**src/button_and_key_input_events_assert.svh**
```systemverilog
// ----------------------------------------------------------------------------
// Assertion macros for the button and key input event block
// Concurrent checks on clk, disabled while rst is high; empty for synthesis.
// ----------------------------------------------------------------------------
`ifndef BUTTON_AND_KEY_INPUT_EVENTS_ASSERT_SVH
`define BUTTON_AND_KEY_INPUT_EVENTS_ASSERT_SVH

`ifndef SYNTHESIS

// Same-cycle implication.
`define BKE_ASSERT_IMPLY(lbl, ante, cons) \
  lbl: assert property (@(posedge clk) disable iff (rst) (ante) |-> (cons)) \
    else $error("button_and_key_input_events: implication check failed");

// Next-cycle implication.
`define BKE_ASSERT_NEXT(lbl, ante, cons) \
  lbl: assert property (@(posedge clk) disable iff (rst) (ante) |=> (cons)) \
    else $error("button_and_key_input_events: next-cycle check failed");

// Condition that must never hold.
`define BKE_ASSERT_NEVER(lbl, cond) \
  lbl: assert property (@(posedge clk) disable iff (rst) !(cond)) \
    else $error("button_and_key_input_events: forbidden condition seen");

`else

`define BKE_ASSERT_IMPLY(lbl, ante, cons)
`define BKE_ASSERT_NEXT(lbl, ante, cons)
`define BKE_ASSERT_NEVER(lbl, cond)

`endif

`endif

```
**src/bke_pkg.sv**
```systemverilog
// ----------------------------------------------------------------------------
// bke_pkg
// Shared types and constants for the button and key input event block.
// ----------------------------------------------------------------------------
`default_nettype none

package bke_pkg;

  // Configuration register widths and reset values
  localparam int DEB_W   = 20;
  localparam int LONG_W  = 24;
  localparam int STUCK_W = 26;
  localparam int WIN_W   = 30;
  localparam int THR_W   = 26;  // widest of the three hold thresholds
  localparam int CFG_W   = 30;  // config write data width

  localparam logic [DEB_W-1:0]   DEB_RESET   = 20'd30000;
  localparam logic [LONG_W-1:0]  LONG_RESET  = 24'd600000;
  localparam logic [STUCK_W-1:0] STUCK_RESET = 26'd5000000;
  localparam logic [WIN_W-1:0]   WIN_RESET   = 30'd30000000;

  // Register indexes
  localparam logic [1:0] CFG_DEBOUNCE = 2'd0;
  localparam logic [1:0] CFG_LONG     = 2'd1;
  localparam logic [1:0] CFG_STUCK    = 2'd2;
  localparam logic [1:0] CFG_WINDOW   = 2'd3;

  // Item opcodes
  localparam logic OP_BUTTON = 1'b0;
  localparam logic OP_KEY    = 1'b1;

  typedef enum logic [2:0] {
    EV_NONE     = 3'd0,
    EV_BTN_DOWN = 3'd1,
    EV_SHORT    = 3'd2,
    EV_LONG     = 3'd3,
    EV_KEY      = 3'd4
  } event_code_t;

  typedef enum logic [3:0] {
    KK_NONE      = 4'd0,
    KK_CHAR      = 4'd1,
    KK_BACKSPACE = 4'd2,
    KK_TAB       = 4'd3,
    KK_ENTER     = 4'd4,
    KK_ESC       = 4'd5,
    KK_LEFT      = 4'd6,
    KK_UP        = 4'd7,
    KK_DOWN      = 4'd8,
    KK_RIGHT     = 4'd9
  } key_kind_t;

  // Raw key byte codes
  localparam logic [7:0] KB_PRINT_LO  = 8'h20;
  localparam logic [7:0] KB_PRINT_HI  = 8'h7E;
  localparam logic [7:0] KB_BACKSPACE = 8'h08;
  localparam logic [7:0] KB_TAB       = 8'h09;
  localparam logic [7:0] KB_ENTER     = 8'h0D;
  localparam logic [7:0] KB_ESC       = 8'h1B;
  localparam logic [7:0] KB_LEFT      = 8'hB4;
  localparam logic [7:0] KB_UP        = 8'hB5;
  localparam logic [7:0] KB_DOWN      = 8'hB6;
  localparam logic [7:0] KB_RIGHT     = 8'hB7;

  typedef struct packed {
    key_kind_t  kind;
    logic [6:0] chr;
  } key_dec_t;

endpackage

`default_nettype wire

```
**src/bke_key_decode.sv**
```systemverilog
// ----------------------------------------------------------------------------
// bke_key_decode
// Maps a raw keyboard byte to a printable character or a control key.
// ----------------------------------------------------------------------------
`default_nettype none

module bke_key_decode
  import bke_pkg::*;
(
  input  wire logic [7:0] key_byte,
  output key_dec_t        dec
);

  always_comb begin
    dec.kind = KK_NONE;
    dec.chr  = 7'd0;
    if (key_byte >= KB_PRINT_LO && key_byte <= KB_PRINT_HI) begin
      dec.kind = KK_CHAR;
      dec.chr  = key_byte[6:0];
    end else begin
      case (key_byte)
        KB_BACKSPACE: dec.kind = KK_BACKSPACE;
        KB_TAB:       dec.kind = KK_TAB;
        KB_ENTER:     dec.kind = KK_ENTER;
        KB_ESC:       dec.kind = KK_ESC;
        KB_LEFT:      dec.kind = KK_LEFT;
        KB_UP:        dec.kind = KK_UP;
        KB_DOWN:      dec.kind = KK_DOWN;
        KB_RIGHT:     dec.kind = KK_RIGHT;
        default:      dec.kind = KK_NONE;  // drop everything else
      endcase
    end
  end

endmodule

`default_nettype wire

```
**src/button_and_key_input_events.sv**
```systemverilog
// ----------------------------------------------------------------------------
// button_and_key_input_events
// Button debounce with short/long/stuck press detection, keyboard byte
// decoding and an awake window, one result per request.
// ----------------------------------------------------------------------------
// Every request carries a time stamp (now_us, non-decreasing) and either a
// sample of the active-low button pin or a raw keyboard byte, and yields
// exactly one result. The button machine runs idle -> down -> held -> stuck:
// a low level seen twice, the second time at least debounce_time_us after
// the first, reports button down; release before long_press_time_us reports
// a short press, and the first low sample at or past that time reports a long
// press; staying low stuck_time_us longer sets the stuck flag, and release
// from held or stuck returns to idle silently. Printable bytes 0x20..0x7E and
// eight control keys report a key event; other bytes give event none. Each
// reported event re-arms the awake deadline to now_us + awake_window_us.
// The block takes one request per clock when the result side keeps up:
// a request waits in the input register, where the step is computed, and
// is then held in the result register until taken, so results come out in
// order. Configuration writes are accepted in any cycle (cfg_ready is always
// high) and must be issued only while no request is in flight. No clearing
// pass is needed after reset.
// ----------------------------------------------------------------------------
`default_nettype none

`include "button_and_key_input_events_assert.svh"

module button_and_key_input_events
  import bke_pkg::*;
#(
  parameter int TIME_WIDTH = 48
)
(
  input  wire logic                  clk,
  input  wire logic                  rst,

  // Configuration write channel
  input  wire logic                  cfg_valid,
  output logic                       cfg_ready,
  input  wire logic [1:0]            cfg_index,
  input  wire logic [CFG_W-1:0]      cfg_data,

  // Request channel
  input  wire logic                  in_valid,
  output logic                       in_ready,
  input  wire logic                  opcode,
  input  wire logic                  button_level,
  input  wire logic [7:0]            key_byte,
  input  wire logic [TIME_WIDTH-1:0] now_us,

  // Result channel
  output logic                       out_valid,
  input  wire logic                  out_ready,
  output logic [2:0]                 event_code,
  output logic [3:0]                 key_kind,
  output logic [6:0]                 key_char,
  output logic                       awake,
  output logic                       button_busy,
  output logic                       button_stuck
);

  localparam int DL_W = TIME_WIDTH + 1;  // deadline never wraps

  typedef enum logic [1:0] {
    PH_IDLE,
    PH_DOWN,
    PH_HELD,
    PH_STUCK
  } phase_t;

  // --------------------------------------------------------------------------
  // Configuration registers
  // --------------------------------------------------------------------------
  logic [DEB_W-1:0]   debounce_time;
  logic [LONG_W-1:0]  long_time;
  logic [STUCK_W-1:0] stuck_time;
  logic [WIN_W-1:0]   awake_window;

  assign cfg_ready = 1'b1;

  always_ff @(posedge clk) begin
    if (rst) begin
      debounce_time <= DEB_RESET;
      long_time     <= LONG_RESET;
      stuck_time    <= STUCK_RESET;
      awake_window  <= WIN_RESET;
    end else if (cfg_valid) begin
      case (cfg_index)
        CFG_DEBOUNCE: debounce_time <= cfg_data[DEB_W-1:0];
        CFG_LONG:     long_time     <= cfg_data[LONG_W-1:0];
        CFG_STUCK:    stuck_time    <= cfg_data[STUCK_W-1:0];
        CFG_WINDOW:   awake_window  <= cfg_data[WIN_W-1:0];
        default:      ;
      endcase
    end
  end

  // --------------------------------------------------------------------------
  // Handshake: input register feeds the result register
  // --------------------------------------------------------------------------
  logic                  s1_valid;
  logic                  s1_opcode;
  logic                  s1_level;
  logic [7:0]            s1_byte;
  logic [TIME_WIDTH-1:0] s1_now;

  logic out_load;  // result register free this cycle
  logic s1_fire;   // step the state with the held request

  assign out_load = !out_valid || out_ready;
  assign s1_fire  = s1_valid && out_load;
  assign in_ready = !s1_valid || out_load;

  // --------------------------------------------------------------------------
  // Machine state
  // --------------------------------------------------------------------------
  phase_t                phase;
  logic                  debounce_pending;
  logic [TIME_WIDTH-1:0] debounce_start;
  logic [TIME_WIDTH-1:0] press_start;
  logic [TIME_WIDTH-1:0] held_start;
  logic [DL_W-1:0]       awake_deadline;

  // Key decode of the held byte
  key_dec_t key_dec;

  bke_key_decode u_key_decode (
    .key_byte (s1_byte),
    .dec      (key_dec)
  );

  // --------------------------------------------------------------------------
  // Step logic
  // --------------------------------------------------------------------------
  logic [TIME_WIDTH-1:0] cmp_start;
  logic [THR_W-1:0]      cmp_thr;
  logic [DL_W-1:0]       cmp_diff;
  logic                  timed_out;

  phase_t                phase_next;
  logic                  debounce_pending_next;
  logic                  set_debounce_start;
  logic                  set_press_start;
  logic                  set_held_start;
  logic                  arm;
  event_code_t           ev;
  logic [DL_W-1:0]       awake_deadline_next;
  logic                  awake_next;

  // Only one timer matters per phase: pick its start and threshold
  always_comb begin
    case (phase)
      PH_IDLE: begin
        cmp_start = debounce_start;
        cmp_thr   = THR_W'(debounce_time);
      end
      PH_DOWN: begin
        cmp_start = press_start;
        cmp_thr   = THR_W'(long_time);
      end
      PH_HELD: begin
        cmp_start = held_start;
        cmp_thr   = THR_W'(stuck_time);
      end
      default: begin
        cmp_start = held_start;
        cmp_thr   = THR_W'(stuck_time);
      end
    endcase
  end

  // Elapsed time counts as zero when the clock appears to run backwards
  assign cmp_diff  = {1'b0, s1_now} - {1'b0, cmp_start};
  assign timed_out = cmp_diff[TIME_WIDTH] ? (cmp_thr == '0)
                                          : (cmp_diff[TIME_WIDTH-1:0] >=
                                             TIME_WIDTH'(cmp_thr));

  always_comb begin
    phase_next            = phase;
    debounce_pending_next = debounce_pending;
    set_debounce_start    = 1'b0;
    set_press_start       = 1'b0;
    set_held_start        = 1'b0;
    arm                   = 1'b0;
    ev                    = EV_NONE;

    if (s1_opcode == OP_KEY) begin
      // Keys never step the button machine
      if (key_dec.kind != KK_NONE) begin
        arm = 1'b1;
        ev  = EV_KEY;
      end
    end else begin
      case (phase)
        PH_IDLE: begin
          if (!s1_level) begin
            if (!debounce_pending) begin
              debounce_pending_next = 1'b1;
              set_debounce_start    = 1'b1;
            end else if (timed_out) begin
              phase_next            = PH_DOWN;
              debounce_pending_next = 1'b0;
              set_press_start       = 1'b1;
              arm                   = 1'b1;
              ev                    = EV_BTN_DOWN;
            end
          end else begin
            debounce_pending_next = 1'b0;
          end
        end
        PH_DOWN: begin
          if (s1_level) begin
            phase_next = PH_IDLE;
            arm        = 1'b1;
            ev         = EV_SHORT;
          end else if (timed_out) begin
            phase_next     = PH_HELD;
            set_held_start = 1'b1;
            arm            = 1'b1;
            ev             = EV_LONG;
          end
        end
        PH_HELD: begin
          if (s1_level) begin
            phase_next = PH_IDLE;
          end else if (timed_out) begin
            phase_next = PH_STUCK;
          end
        end
        default: begin
          if (s1_level) begin
            phase_next = PH_IDLE;
          end
        end
      endcase
    end
  end

  assign awake_deadline_next = arm ? ({1'b0, s1_now} + DL_W'(awake_window))
                                   : awake_deadline;
  assign awake_next = {1'b0, s1_now} < awake_deadline_next;

  // --------------------------------------------------------------------------
  // State, input register and result register
  // --------------------------------------------------------------------------
  always_ff @(posedge clk) begin
    if (rst) begin
      s1_valid         <= 1'b0;
      out_valid        <= 1'b0;
      phase            <= PH_IDLE;
      debounce_pending <= 1'b0;
      awake_deadline   <= '0;
    end else begin
      // Input register: load on accept, drop once stepped
      if (in_valid && in_ready) begin
        s1_valid  <= 1'b1;
        s1_opcode <= opcode;
        s1_level  <= button_level;
        s1_byte   <= key_byte;
        s1_now    <= now_us;
      end else if (s1_fire) begin
        s1_valid <= 1'b0;
      end

      if (out_load) begin
        out_valid <= s1_valid;
      end

      if (s1_fire) begin
        phase            <= phase_next;
        debounce_pending <= debounce_pending_next;
        awake_deadline   <= awake_deadline_next;
        if (set_debounce_start) begin
          debounce_start <= s1_now;
        end
        if (set_press_start) begin
          press_start <= s1_now;
        end
        if (set_held_start) begin
          held_start <= s1_now;
        end

        // Result reflects the state after this step
        event_code   <= ev;
        key_kind     <= (s1_opcode == OP_KEY) ? key_dec.kind : KK_NONE;
        key_char     <= (s1_opcode == OP_KEY) ? key_dec.chr : 7'd0;
        awake        <= awake_next;
        button_busy  <= (phase_next == PH_DOWN) || (phase_next == PH_HELD);
        button_stuck <= (phase_next == PH_STUCK);
      end
    end
  end

  // --------------------------------------------------------------------------
  // Assertions
  // --------------------------------------------------------------------------
  `BKE_ASSERT_NEVER(a_busy_and_stuck, out_valid && button_busy && button_stuck)
  `BKE_ASSERT_NEVER(a_pending_outside_idle, debounce_pending && (phase != PH_IDLE))
  `BKE_ASSERT_NEXT(a_stuck_only_from_held, (phase == PH_IDLE) || (phase == PH_DOWN), phase != PH_STUCK)
  `BKE_ASSERT_IMPLY(a_key_kind_matches_event, out_valid, (event_code == EV_KEY) == (key_kind != KK_NONE))

endmodule

`default_nettype wire
```
**config.mk**
```make
export PLATFORM = sky130hd
export DESIGN_NAME = button_and_key_input_events
export DESIGN_NICKNAME = d
export VERILOG_FILES = /design/src/bke_pkg.sv /design/src/bke_key_decode.sv /design/src/button_and_key_input_events.sv
export VERILOG_INCLUDE_DIRS = /design/src /design/src/src
export SDC_FILE = /design/constraint.sdc
export NUM_CORES = 1
export LEC_CHECK = 0
export ABC_AREA = 0
export BUFFER_PORTS_ARGS = -buffer_cell sky130_fd_sc_hd__buf_2
export CAP_MARGIN = 10
export CORE_UTILIZATION = 45
export DETAILED_ROUTE_END_ITERATION = 10
export GPL_TIMING_DRIVEN = 1
export PLACE_DENSITY = 0.62
export SYNTH_ARGS = -nofsm -noshare
export SYNTH_HDL_FRONTEND = slang
export SYNTH_SLANG_ARGS = --single-unit
```
**constraint.sdc**
```tcl
create_clock -name clk -period 28.9 [get_ports clk]
set_clock_uncertainty 0.1 [all_clocks]
set_input_delay 4.335 -clock clk [delete_from_list [all_inputs] [get_ports clk]]
set_output_delay 4.335 -clock clk [all_outputs]
set_load 0.005 [all_outputs]
```
== After elaboration in Yosys (flattened, before gate mapping) ==
Cells that the tools add are included.

* Equality and inequality tests: 16
* Order comparisons: 4
* Divide/modulo/power cells: 0
* $add $sub $neg: 2
* Multiplexer cells: 45
* Multipliers: 0
* Bitwise gates (word level): 2
* Reduce and logical (&&, ||, !) cells: 24
* Shifts and indexed selects: 0

{| class="wikitable"
|+ Operators with widths
! cell !! count
|-
| $pmux W48 S2 || 1
|-
| $pmux W26 S2 || 1
|-
| $add A48 B30 Y49 || 1
|-
| $lt A48 B49 Y1 || 1
|-
| $mux W49 || 1
|-
| $sub A48 B48 Y49 || 1
|-
| $ge A48 B26 Y1 || 1
|-
| $eq A8 B8 Y1 const B || 4
|-
| $pmux W4 S8 || 1
|-
| $logic_not A26 Y1 || 1
|-
| $eq A8 B4 Y1 const B || 3
|-
| $mux W1 || 24
|-
| $mux W2 || 11
|-
| $reduce_and A2 Y1 || 7
|-
| $reduce_and A3 Y1 || 4
|-
| $eq A2 B2 Y1 const B || 5
|-
| $eq A8 B5 Y1 const B || 1
|-
| $ge A8 B6 Y1 const B || 1
|-
| $le A8 B7 Y1 const B || 1
|-
| $eq A2 B1 Y1 const B || 3
|-
| $mux W3 || 2
|-
| $pmux W2 S3 || 1
|-
| $logic_not A2 Y1 || 2
|-
| $mux W4 || 1
|-
| other kinds (8) || 14
|}

* Bits in registers: 373
* RAM bits: 0
* Bits in latches: 0
* Memories: 0
* Bits in read-only memories: 0
* Input port bits: 95
* Output and inout port bits: 20
* Logic and storage cells: 115

== Longest topological paths before layout ==
Gate-level depths: netlist of the first run.

* Word-level depth: 12
* Mapped depth: 46
* Mapped depth without buffers: 38

== Cells and area by module ==
Synthesis of the first run repeated with hierarchy kept, for this count alone.

* Cells, all modules: 2,133
* Area, all modules: 20,693.6 µm²

{| class="wikitable"
|+ By module, submodules not included
! module !! times used !! cells an instance !! area an instance (µm²) !! sequential area each (µm²)
|-
| button_and_key_input_events || 1 || 2,102 || 20,495.9 || 9,659.3
|-
| bke_key_decode || 1 || 31 || 197.7 || 0.0
|}

== Least setup slack after synthesis of the first run ==
OpenSTA, ideal clock, no wires.

* Path kind: register to register
* Start point: register phase[0]
* End point: register awake, data pin
* Buffers on the path: 7
* Data arrival time: 8.899 ns
* Data required time: 28.648 ns
* Stages on the path, launching flop included: 43
* Period minus slack after synthesis: 9.151 ns
* Library setup time: 0.152 ns
* Setup slack: 19.749 ns
* Cells stage by stage: dfxtp_1 clkbuf_1 buf_1 clkbuf_1 clkbuf_1 mux2i_1 nor2_1 a21oi_1 ha_1 clkbuf_1 a21oi_1 o21ai_0 a221oi_1 nand2_1 o2bb2ai_1 xnor2_1 ha_1 o2bb2ai_1 [... 7 more ...] nor4_4 o21ai_2 nor2_2 buf_6 buf_8 mux2i_1 ha_1 a21o_1 a21o_1 a21o_1 a21o_1 a21o_1 a21oi_1 nor2_1 o22ai_1 nor4b_1 a221oi_1 o22ai_1

* Word-level cells in the longest chain between the ends: 12
* Elaborated cells on any way between the ends: 16
* Classes of those cells: add/sub: 1; order compare: 2; eq/ne: 1; mux: 10; reduce/logical: 2

{| class="wikitable"
|+ RTL lines
! item !! line !! text
|-
| start, declared || button_and_key_input_events.sv:116 || <nowiki>phase_t phase;</nowiki>
|-
| start signal, assigned || button_and_key_input_events.sv:269 || <nowiki>phase <= phase_next;</nowiki>
|-
| $eq A2 B1 Y1 / $logic_not A2 Y1 (equally long branches) || button_and_key_input_events.sv:151, button_and_key_input_events.sv:193 ||
|-
| $pmux W48 S2 || button_and_key_input_events.sv:151 || <nowiki>case (phase)</nowiki>
|-
| $sub A48 B48 Y49 || button_and_key_input_events.sv:172 || <nowiki>assign cmp_diff = {1'b0, s1_now} - {1'b0, cmp_start};</nowiki>
|-
| $ge A48 B26 Y1 || button_and_key_input_events.sv:174 || <nowiki>: (cmp_diff[TIME_WIDTH-1:0] >=</nowiki>
|-
| $mux W1 || button_and_key_input_events.sv:173 || <nowiki>assign timed_out = cmp_diff[TIME_WIDTH] ? (cmp_thr == '0)</nowiki>
|-
| $mux W1 || button_and_key_input_events.sv:199, button_and_key_input_events.sv:215 ||
|-
| $mux W1 || button_and_key_input_events.sv:196 || <nowiki>if (!debounce_pending) begin</nowiki>
|-
| $mux W1 || button_and_key_input_events.sv:195 || <nowiki>if (!s1_level) begin</nowiki>
|-
| $pmux W1 S2 (*) || button_and_key_input_events.sv:193 || <nowiki>case (phase)</nowiki>
|-
| $mux W1 (*) || button_and_key_input_events.sv:186 || <nowiki>if (s1_opcode == OP_KEY) begin</nowiki>
|-
| $mux W49 (*) || button_and_key_input_events.sv:238 || <nowiki>assign awake_deadline_next = arm ? ({1'b0, s1_now} + DL_W'(awake_window))</nowiki>
|-
| $lt A48 B49 Y1 (*) || button_and_key_input_events.sv:240 || <nowiki>assign awake_next = {1'b0, s1_now} < awake_deadline_next;</nowiki>
|-
| named net awake_next || button_and_key_input_events.sv:147 || <nowiki>logic awake_next;</nowiki>
|-
| end signal, assigned || button_and_key_input_events.sv:286 || <nowiki>awake <= awake_next;</nowiki>
|-
| end, declared || button_and_key_input_events.sv:56 || <nowiki>output logic awake,</nowiki>
|}

The timed path passes the listed nets; every way through them passes the cells marked *.
A chain may end at the register's enable or synchronous reset.

== Final worst setup path of the first run ==
Same ends and word-level chain as after synthesis.

==> flow_summary.yaml, run 1 <==
worst_setup_path:
  cp_max_fo: 41
  crit_path_start_kind: "flop"
  crit_path_end: "awake$_DFFE_PP_"
  cpMostUsedCell: "o21ai_0"
  rrSetupSlack_ns: 17.99
  crit_path_end_kind: "flop"
  cp.required_ns: 29.23
  path_class: "flop to flop"
  r2r-end: "awake$_DFFE_PP_"
  critPathArrivalTime_ns: 11.24
  cp-startpoint: "phase[0]$_SDFFE_PP0P_"
  cpPeakStageDelay_ns: 0.74
  reg2reg_depth: 39
  rr_startpoint: "phase[0]$_SDFFE_PP0P_"
  cpMaxStageDelayCell: "buf_4"
power_and_ir_drop:
  p_int_w: 0.0009448
  swShare_pct: 26.52
  ir_worst_vdd_mv: 0.04486
  combPwrFrac_pct: 12.5
  power_per_cell_area_nw_per_um2: 53.61
  p_leak_nw: 8.989
  seq_power_share_pct: 46.0
  power.switching_w: 0.0003410
  clkPwrFrac_pct: 41.5
sta:
  finalCritPeriodShare_pct: 37.75
  finalSetupViolations: 0
  tns_ns: 0
  fmax_mhz: 91.67
  tightestPinTransition_ns: 1.126
  holdWs_ns: 0.3543
  slew_viol_final: 0
  rsz0062_at_grt: "false"
  maxSlewHeadroom_pct: 24.72
  hold_viol_final: 0
  fin_crit_ns: 10.91
clocking:
  clockBufferDepth: 3
  cts_tree: "built"
  clk_latency_ns: 0.59
  path_clk_slew_ns: 0.06
  htree_num_levels: 2
  clock-sinks: 373
  root_buffer: "clkbuf_16"
  cts-hold-fix-buffers: 0
  post_cts_buffers: 0
  cts_buffers: 42
  cts.repair.resized: 0
routing:
  postRouteAntennaNets: 0
  post_drt_wl_per_cell_um: 21.60
  wl_um: 63990
  vias_per_cell: 6.022
  drc: 0
  drt_iter0_markers: 1547
  firstDrtPassIters: 7
  vias: 17840
final_layout:
  diodes: 0
  area_growth_pct: 10.79
  fillers: 4319
  drive_gt1_share_pct: 11.20
  final_nets: 2564
floorplan:
  die_width_um: 221.3
  chipHeight_um: 221.3
  die_area_sq_um: 48980
  row_count: 80
  initial_utilization_pct: 45.53
  core-area_sq_um: 47550
  ios: 115
run:
  drv_cap: 0
synthesis:
  synth_area_sq_um: 21650
  synth_edf_count: 219
  ys_seq_area_share_pct: 44.62
  avgSynthCellArea_sq_um: 9.570
  synth_ff_type: "edfxtp_1"
  yosysWarnings: 0
  synthArstFlopShare_pct: 0
  ys_ff_latch: 373
  ys_types: 90
  synth_nets: 2511
  syn_inst: 2262
place:
  place_congestion: 0.9514
  dp_hpwl_um: 45600
  place.port_buffers: 113
worst_hold_path:
  hold_class: "flop to flop"
grt:
  grt-ovfl-total: 0
  grt_use_total_pct: 25.91
  grt_pass1_vias: 17040
  grt_first_pass_wirelength_um: 98810
  antenna_found_initial: 0
  grt_start_max_net_pins: 99
run_status:
  status: "finished, final reports clean"
-- critical path: cells and delay by family (launching register included) --
family                   cells  cell delay [ns]
AO/OA/AOI/OAI               22             4.63
AND/OR/NAND/NOR              8             2.46
buffers and inverters        4             1.56
adder cells (fa/ha/maj)      3             0.88
flip-flops                   1             0.73
XOR/XNOR                     1             0.16
multiplexers                 1             0.15
-- cell families (layout without fill, tap and decap cells) --
logic type | Yosys count | in the layout | share of synthesized area (%)
multiplexers | 99 | 99 | 4.578
buffers and inverters | 180 | 266 | 3.705
adder cells (fa/ha/maj) | 154 | 154 | 8.971
AND/OR/NAND/NOR | 788 | 788 | 16.80
flip-flops | 373 | 373 | 44.62
other | 1 | 1 | 0.01732
XOR/XNOR | 71 | 71 | 2.873
AO/OA/AOI/OAI | 596 | 596 | 18.44
-- power groups by stage --
stage | Clock (W) | Combinational [W] | Sequential [W]
detailed placement | 0 | 0.000158 | 0.000603
global placement | 0 | 0.000156 | 0.000602
CTS | 0.000544 | 0.000159 | 0.000592
global route | 0.000562 | 0.000178 | 0.000593
finish | 0.000533 | 0.000160 | 0.000592
floorplan | 0 | 0.000111 | 0.000596
-- metal layers --
layer	vias up	part of all wire (%)	global-route usage [%]
li1	8483	-	-
met1	8646	45	35.93
met2	603	44	40.13
met3	111	7.2	4.979
met4	0	3.1	9.542
met5	-	0	0
-- final cells by class --
class                           count  area [sq um]  area share (%)
Clock inverter                     24         221.5          0.9234
Multi-Input combinational cell   1709         11240           46.87
Sequential cell                   373          9667           40.31
Tap cell                          615         769.5           3.208
Timing Repair Buffer              139         763.2           3.182
Inverter                           50         187.7          0.7826
Clock buffer                       53          1134           4.727
-- synth_stat cells, types with 5 or more instances --
cell type / number / area [sq um]
a2111oi_0: 5 / 43.79
a22oi_1: 5 / 37.54
and3_1: 31 / 193.9
a211o_1: 8 / 70.07
a32oi_1: 10 / 87.58
or2_2: 7 / 43.79
or3_1: 6 / 37.54
a21o_1: 28 / 210.2
nand4_1: 60 / 375.4
nand2_1: 325 / 1220
nor2_1: 161 / 604.3
a211oi_2: 19 / 237.7
buf_6: 7 / 78.83
xnor2_1: 53 / 464.2
o21bai_1: 7 / 52.55
o211ai_1: 22 / 165.2
edfxtp_1: 219 / 6576
mux2i_1: 99 / 991.0
nand2b_1: 13 / 81.33
a31oi_1: 5 / 31.28
dfxtp_1: 154 / 3083
o21ai_0: 87 / 435.4
a21oi_1: 233 / 1166
xor2_1: 18 / 157.7
a211oi_1: 28 / 210.2
buf_1: 8 / 30.03
nor3_1: 26 / 130.1
clkbuf_1: 88 / 330.3
and2_1: 13 / 81.33
ha_1: 152 / 1902
nor4_1: 8 / 50.05
a311o_1: 18 / 180.2
o21ai_1: 5 / 25.02
inv_1: 48 / 180.2
nand3_1: 85 / 425.4
o21a_1: 29 / 217.7
o2bb2ai_1: 5 / 43.79
nor2b_1: 35 / 219.0
a22o_1: 12 / 105.1
buf_2: 17 / 85.08
-- worst min-delay path by stage --
stage,startpoint,endpoint,slack (ns),cells past startpoint
floorplan,long_time[23]$_SDFFE_PP0P_,long_time[23]$_SDFFE_PP0P_,0.33,2
global placement,long_time[23]$_SDFFE_PP0P_,long_time[23]$_SDFFE_PP0P_,0.34,2
detailed placement,long_time[0]$_SDFFE_PP0P_,long_time[0]$_SDFFE_PP0P_,0.35,2
CTS,long_time[0]$_SDFFE_PP0P_,long_time[0]$_SDFFE_PP0P_,0.35,2
global route,stuck_time[7]$_SDFFE_PP0P_,stuck_time[7]$_SDFFE_PP0P_,0.37,2
finish,long_time[0]$_SDFFE_PP0P_,long_time[0]$_SDFFE_PP0P_,0.35,2
-- flip-flops by register name, indices dropped and copies added (netlist names), 2 cells and up --
register,flops
held_start,48
long_time,24
event_code,3
press_start,48
key_char,7
awake_deadline,49
s1_now,48
key_kind,4
debounce_time,20
stuck_time,26
s1_byte,8
awake_window,30
debounce_start,48
phase,2
-- placed cells by master, fill, tap and decap left out, types with 8 or more instances in the layout --
| master | count |
|---|---|
| xnor2_1 | 53 |
| nor2b_1 | 35 |
| a22o_1 | 12 |
| a311o_1 | 18 |
| clkbuf_16 | 43 |
| o21ai_0 | 87 |
| nand2_1 | 325 |
| o211ai_1 | 22 |
| inv_1 | 47 |
| a21o_1 | 28 |
| nor2_1 | 158 |
| and3_1 | 29 |
| a32oi_1 | 10 |
| edfxtp_1 | 219 |
| nor3_1 | 24 |
| a211o_1 | 8 |
| nor4_1 | 8 |
| a211oi_2 | 19 |
| a211oi_1 | 28 |
| clkbuf_1 | 8 |
| o21a_1 | 28 |
| nand3_1 | 85 |
| nand4_1 | 60 |
| ha_1 | 152 |
| xor2_1 | 18 |
| clkinv_1 | 10 |
| nand2b_1 | 12 |
| buf_2 | 112 |
| mux2i_1 | 99 |
| and2_1 | 13 |
| buf_4 | 27 |
| a21oi_1 | 233 |
| dfxtp_1 | 152 |
-- per-stage QoR --
stage | instance area (sq um) | utilization (%) | worst slack [ns] | instances | total power [W]
floorplan | 21650 | - | 19.75 | 2262 | 0.0007075
global placement | 22630 | 47.59 | 18.24 | 2886 | 0.0007578
detailed placement | 22630 | 47.59 | 18.10 | 2886 | 0.0007606
CTS | 23980 | 50.44 | 18.08 | 2963 | 0.001294
global route | 23980 | 50.44 | 17.00 | 2963 | 0.001333
finish | 23980 | 50.44 | 17.99 | 2963 | 0.001286
Power figures use the tool's default switching activity.
==> inputs of run 2 (changes only) <==
- ABC_AREA: 0 -> 1
- clock period: 28.9 -> 10.6 ns (I/O delays scaled with it)
==> flow_summary.yaml, run 2 <==
run_status:
  status: "finished, final reports clean"
floorplan:
  die_area_sq_um: 49420
  chipHeight_um: 222.3
  row_count: 80
  initial_utilization_pct: 45.65
  die_width_um: 222.3
  ios: 115
  core-area_sq_um: 47850
worst_setup_path:
  cpMostUsedCell: "nand2_1"
  crit_path_end_kind: "flop"
  cpMaxStageDelayCell: "dfxtp_1"
  cp-startpoint: "phase[1]$_SDFFE_PP0P_"
  crit_path_start_kind: "flop"
  cp.required_ns: 10.85
  reg2reg_depth: 40
  path_class: "flop to flop"
  cp_max_fo: 56
  cpPeakStageDelay_ns: 0.89
  rr_startpoint: "phase[1]$_SDFFE_PP0P_"
  critPathArrivalTime_ns: 8.63
  rrSetupSlack_ns: 2.22
  crit_path_end: "awake$_DFFE_PP_"
  r2r-end: "awake$_DFFE_PP_"
grt:
  antenna_found_initial: 3
  grt_use_total_pct: 26.66
  grt_first_pass_wirelength_um: 102100
  grt_pass1_vias: 18270
  grt-ovfl-total: 0
  grt_start_max_net_pins: 98
synthesis:
  ys_types: 56
  ys_ff_latch: 373
  synthArstFlopShare_pct: 0
  synth_ff_type: "edfxtp_1"
  synth_edf_count: 219
  yosysWarnings: 0
  syn_inst: 2770
  synth.area.top_cells: "edfxtp_1 30%, dfxtp_1 14%, nand2_1 11%"
  ys_seq_area_share_pct: 44.23
  synthTopCellsByCount: "663 x nand2_1, 387 x inv_1, 272 x nor2_1"
  synth_top_area_share_pct: 30.11
  yosysMostFrequentCell: "nand2_1"
  yosysTopAreaCell: "edfxtp_1"
  synth_nets: 3019
  avgSynthCellArea_sq_um: 7.884
  synth_area_sq_um: 21840
clocking:
  cts_tree: "built"
  clock-sinks: 373
  cts.repair.resized: 0
  cts-hold-fix-buffers: 0
  cts_buffers: 41
  clk_latency_ns: 0.59
  htree_num_levels: 2
  post_cts_buffers: 0
  root_buffer: "clkbuf_16"
  clockBufferDepth: 3
  path_clk_slew_ns: 0.06
routing:
  vias: 18790
  post_drt_wl_per_cell_um: 18.61
  vias_per_cell: 5.339
  firstDrtPassIters: 6
  postRouteAntennaNets: 0
  drc: 0
  drt_iter0_markers: 1525
  wl_um: 65510
power_and_ir_drop:
  ir_worst_vdd_mv: 0.1294
  swShare_pct: 30.08
  p_leak_nw: 11.08
  seq_power_share_pct: 41.5
  combPwrFrac_pct: 20.7
  power_per_cell_area_nw_per_um2: 160.1
  clkPwrFrac_pct: 37.9
  p_int_w: 0.002739
  power.switching_w: 0.001178
sta:
  tns_ns: 0
  setup_ws_ns: 2.218
  fmax_mhz: 119.3
  finalCritPeriodShare_pct: 79.08
  finalSetupViolations: 0
  rsz0062_at_grt: "false"
  fin_crit_ns: 8.382
  maxSlewHeadroom_pct: 18.19
  slew_viol_final: 0
  tightestPinTransition_ns: 1.226
  hold_viol_final: 0
final_layout:
  area_growth_pct: 12.06
  final_cell_mix: "662 x nand2_1, 385 x inv_1, 268 x nor2_1, 219 x edfxtp_1, 177 x a21oi_1"
  layout_commonest_cell: "nand2_1"
  final_nets: 3121
  largest_reg_flops: 49
  drive_gt1_share_pct: 9.160
  largest_register: "awake_deadline"
place:
  place_congestion: 0.9223
  place.port_buffers: 113
  dp_hpwl_um: 49180
  dp_slack_ns: 2.249
run:
  drv_cap: 0
worst_hold_path:
  hold_class: "flop to flop"
[run 2: how the worst min path moves through the flow]
stage	cells after the start	slack [ns]	startpoint	to
5_1_grt	2	0.37	stuck_time[4]$_SDFFE_PP0P_	stuck_time[4]$_SDFFE_PP0P_
2_1_floorplan	2	0.32	debounce_time[14]$_SDFFE_PP1P_	debounce_time[14]$_SDFFE_PP1P_
3_5_place_dp	2	0.34	stuck_time[11]$_SDFFE_PP1P_	stuck_time[11]$_SDFFE_PP1P_
6_report	2	0.36	stuck_time[16]$_SDFFE_PP0P_	stuck_time[16]$_SDFFE_PP0P_
3_3_place_gp	2	0.33	debounce_time[14]$_SDFFE_PP1P_	debounce_time[14]$_SDFFE_PP1P_
4_1_cts	2	0.36	stuck_time[2]$_SDFFE_PP0P_	stuck_time[2]$_SDFFE_PP0P_
[run 2: power groups by stage]
stage               clock network (W)  registers, W  logic [W]
global route                  0.00156       0.00163   0.000921
CTS                           0.00151       0.00162   0.000806
detailed placement                  0       0.00165   0.000801
finish                        0.00148       0.00163   0.000809
global placement                    0       0.00165   0.000793
floorplan                           0       0.00164   0.000575
[run 2: layer usage]
layer | wire, um | vias to the layer above | global-route usage (%)
met4 | 1565 | 0 | 8.154
met5 | 0 | - | 0
met2 | 29380 | 472 | 42.83
met1 | 31070 | 8806 | 37.31
met3 | 3496 | 99 | 3.451
li1 | - | 9416 | -
[run 2: metrics by stage]
step | total power, W | hold WS (ns) | utilization [%] | cell area (sq um) | cells
final | 0.003918 | 0.3552 | 51.15 | 24470 | 3520
after global routing | 0.004108 | 0.3675 | 51.15 | 24470 | 3519
after CTS | 0.003941 | 0.3558 | 51.15 | 24470 | 3519
after detailed placement | 0.002455 | 0.3438 | 48.22 | 23070 | 3444
after global placement | 0.002446 | 0.3300 | 48.22 | 23070 | 3444
after floorplan | 0.002211 | 0.3211 | - | 21840 | 2770
[run 2: kinds of logic after synthesis]
family / Yosys count / synth area share, %
compound gates: 545 / 14.39
simple gates: 1142 / 21.44
fa+ha+maj: 154 / 8.891
flops: 373 / 44.23
other cells: 1 / 0.01717
xor+xnor: 56 / 2.246
buf+inv: 499 / 8.794
[run 2: critical path: cells and delay by family (launching register included)]
family,cells,cell delay [ns]
AND/OR/NAND/NOR,27,3.67
buffers and inverters,3,1.12
XOR/XNOR,1,0.25
adder cells (fa/ha/maj),3,1.00
AO/OA/AOI/OAI,6,1.02
flip-flops,1,0.89
[run 2: area by class of cell]
class / instances / area (sq um)
clock buffer: 54 / 1167
multi-input combinational: 1898 / 10300
tap: 615 / 769.5
clock inverter: 21 / 232.7
fill: 4624 / 23370
inverter: 420 / 1578
antenna: 1 / 2.502
sequential: 373 / 9659
timing repair buffer: 138 / 765.7
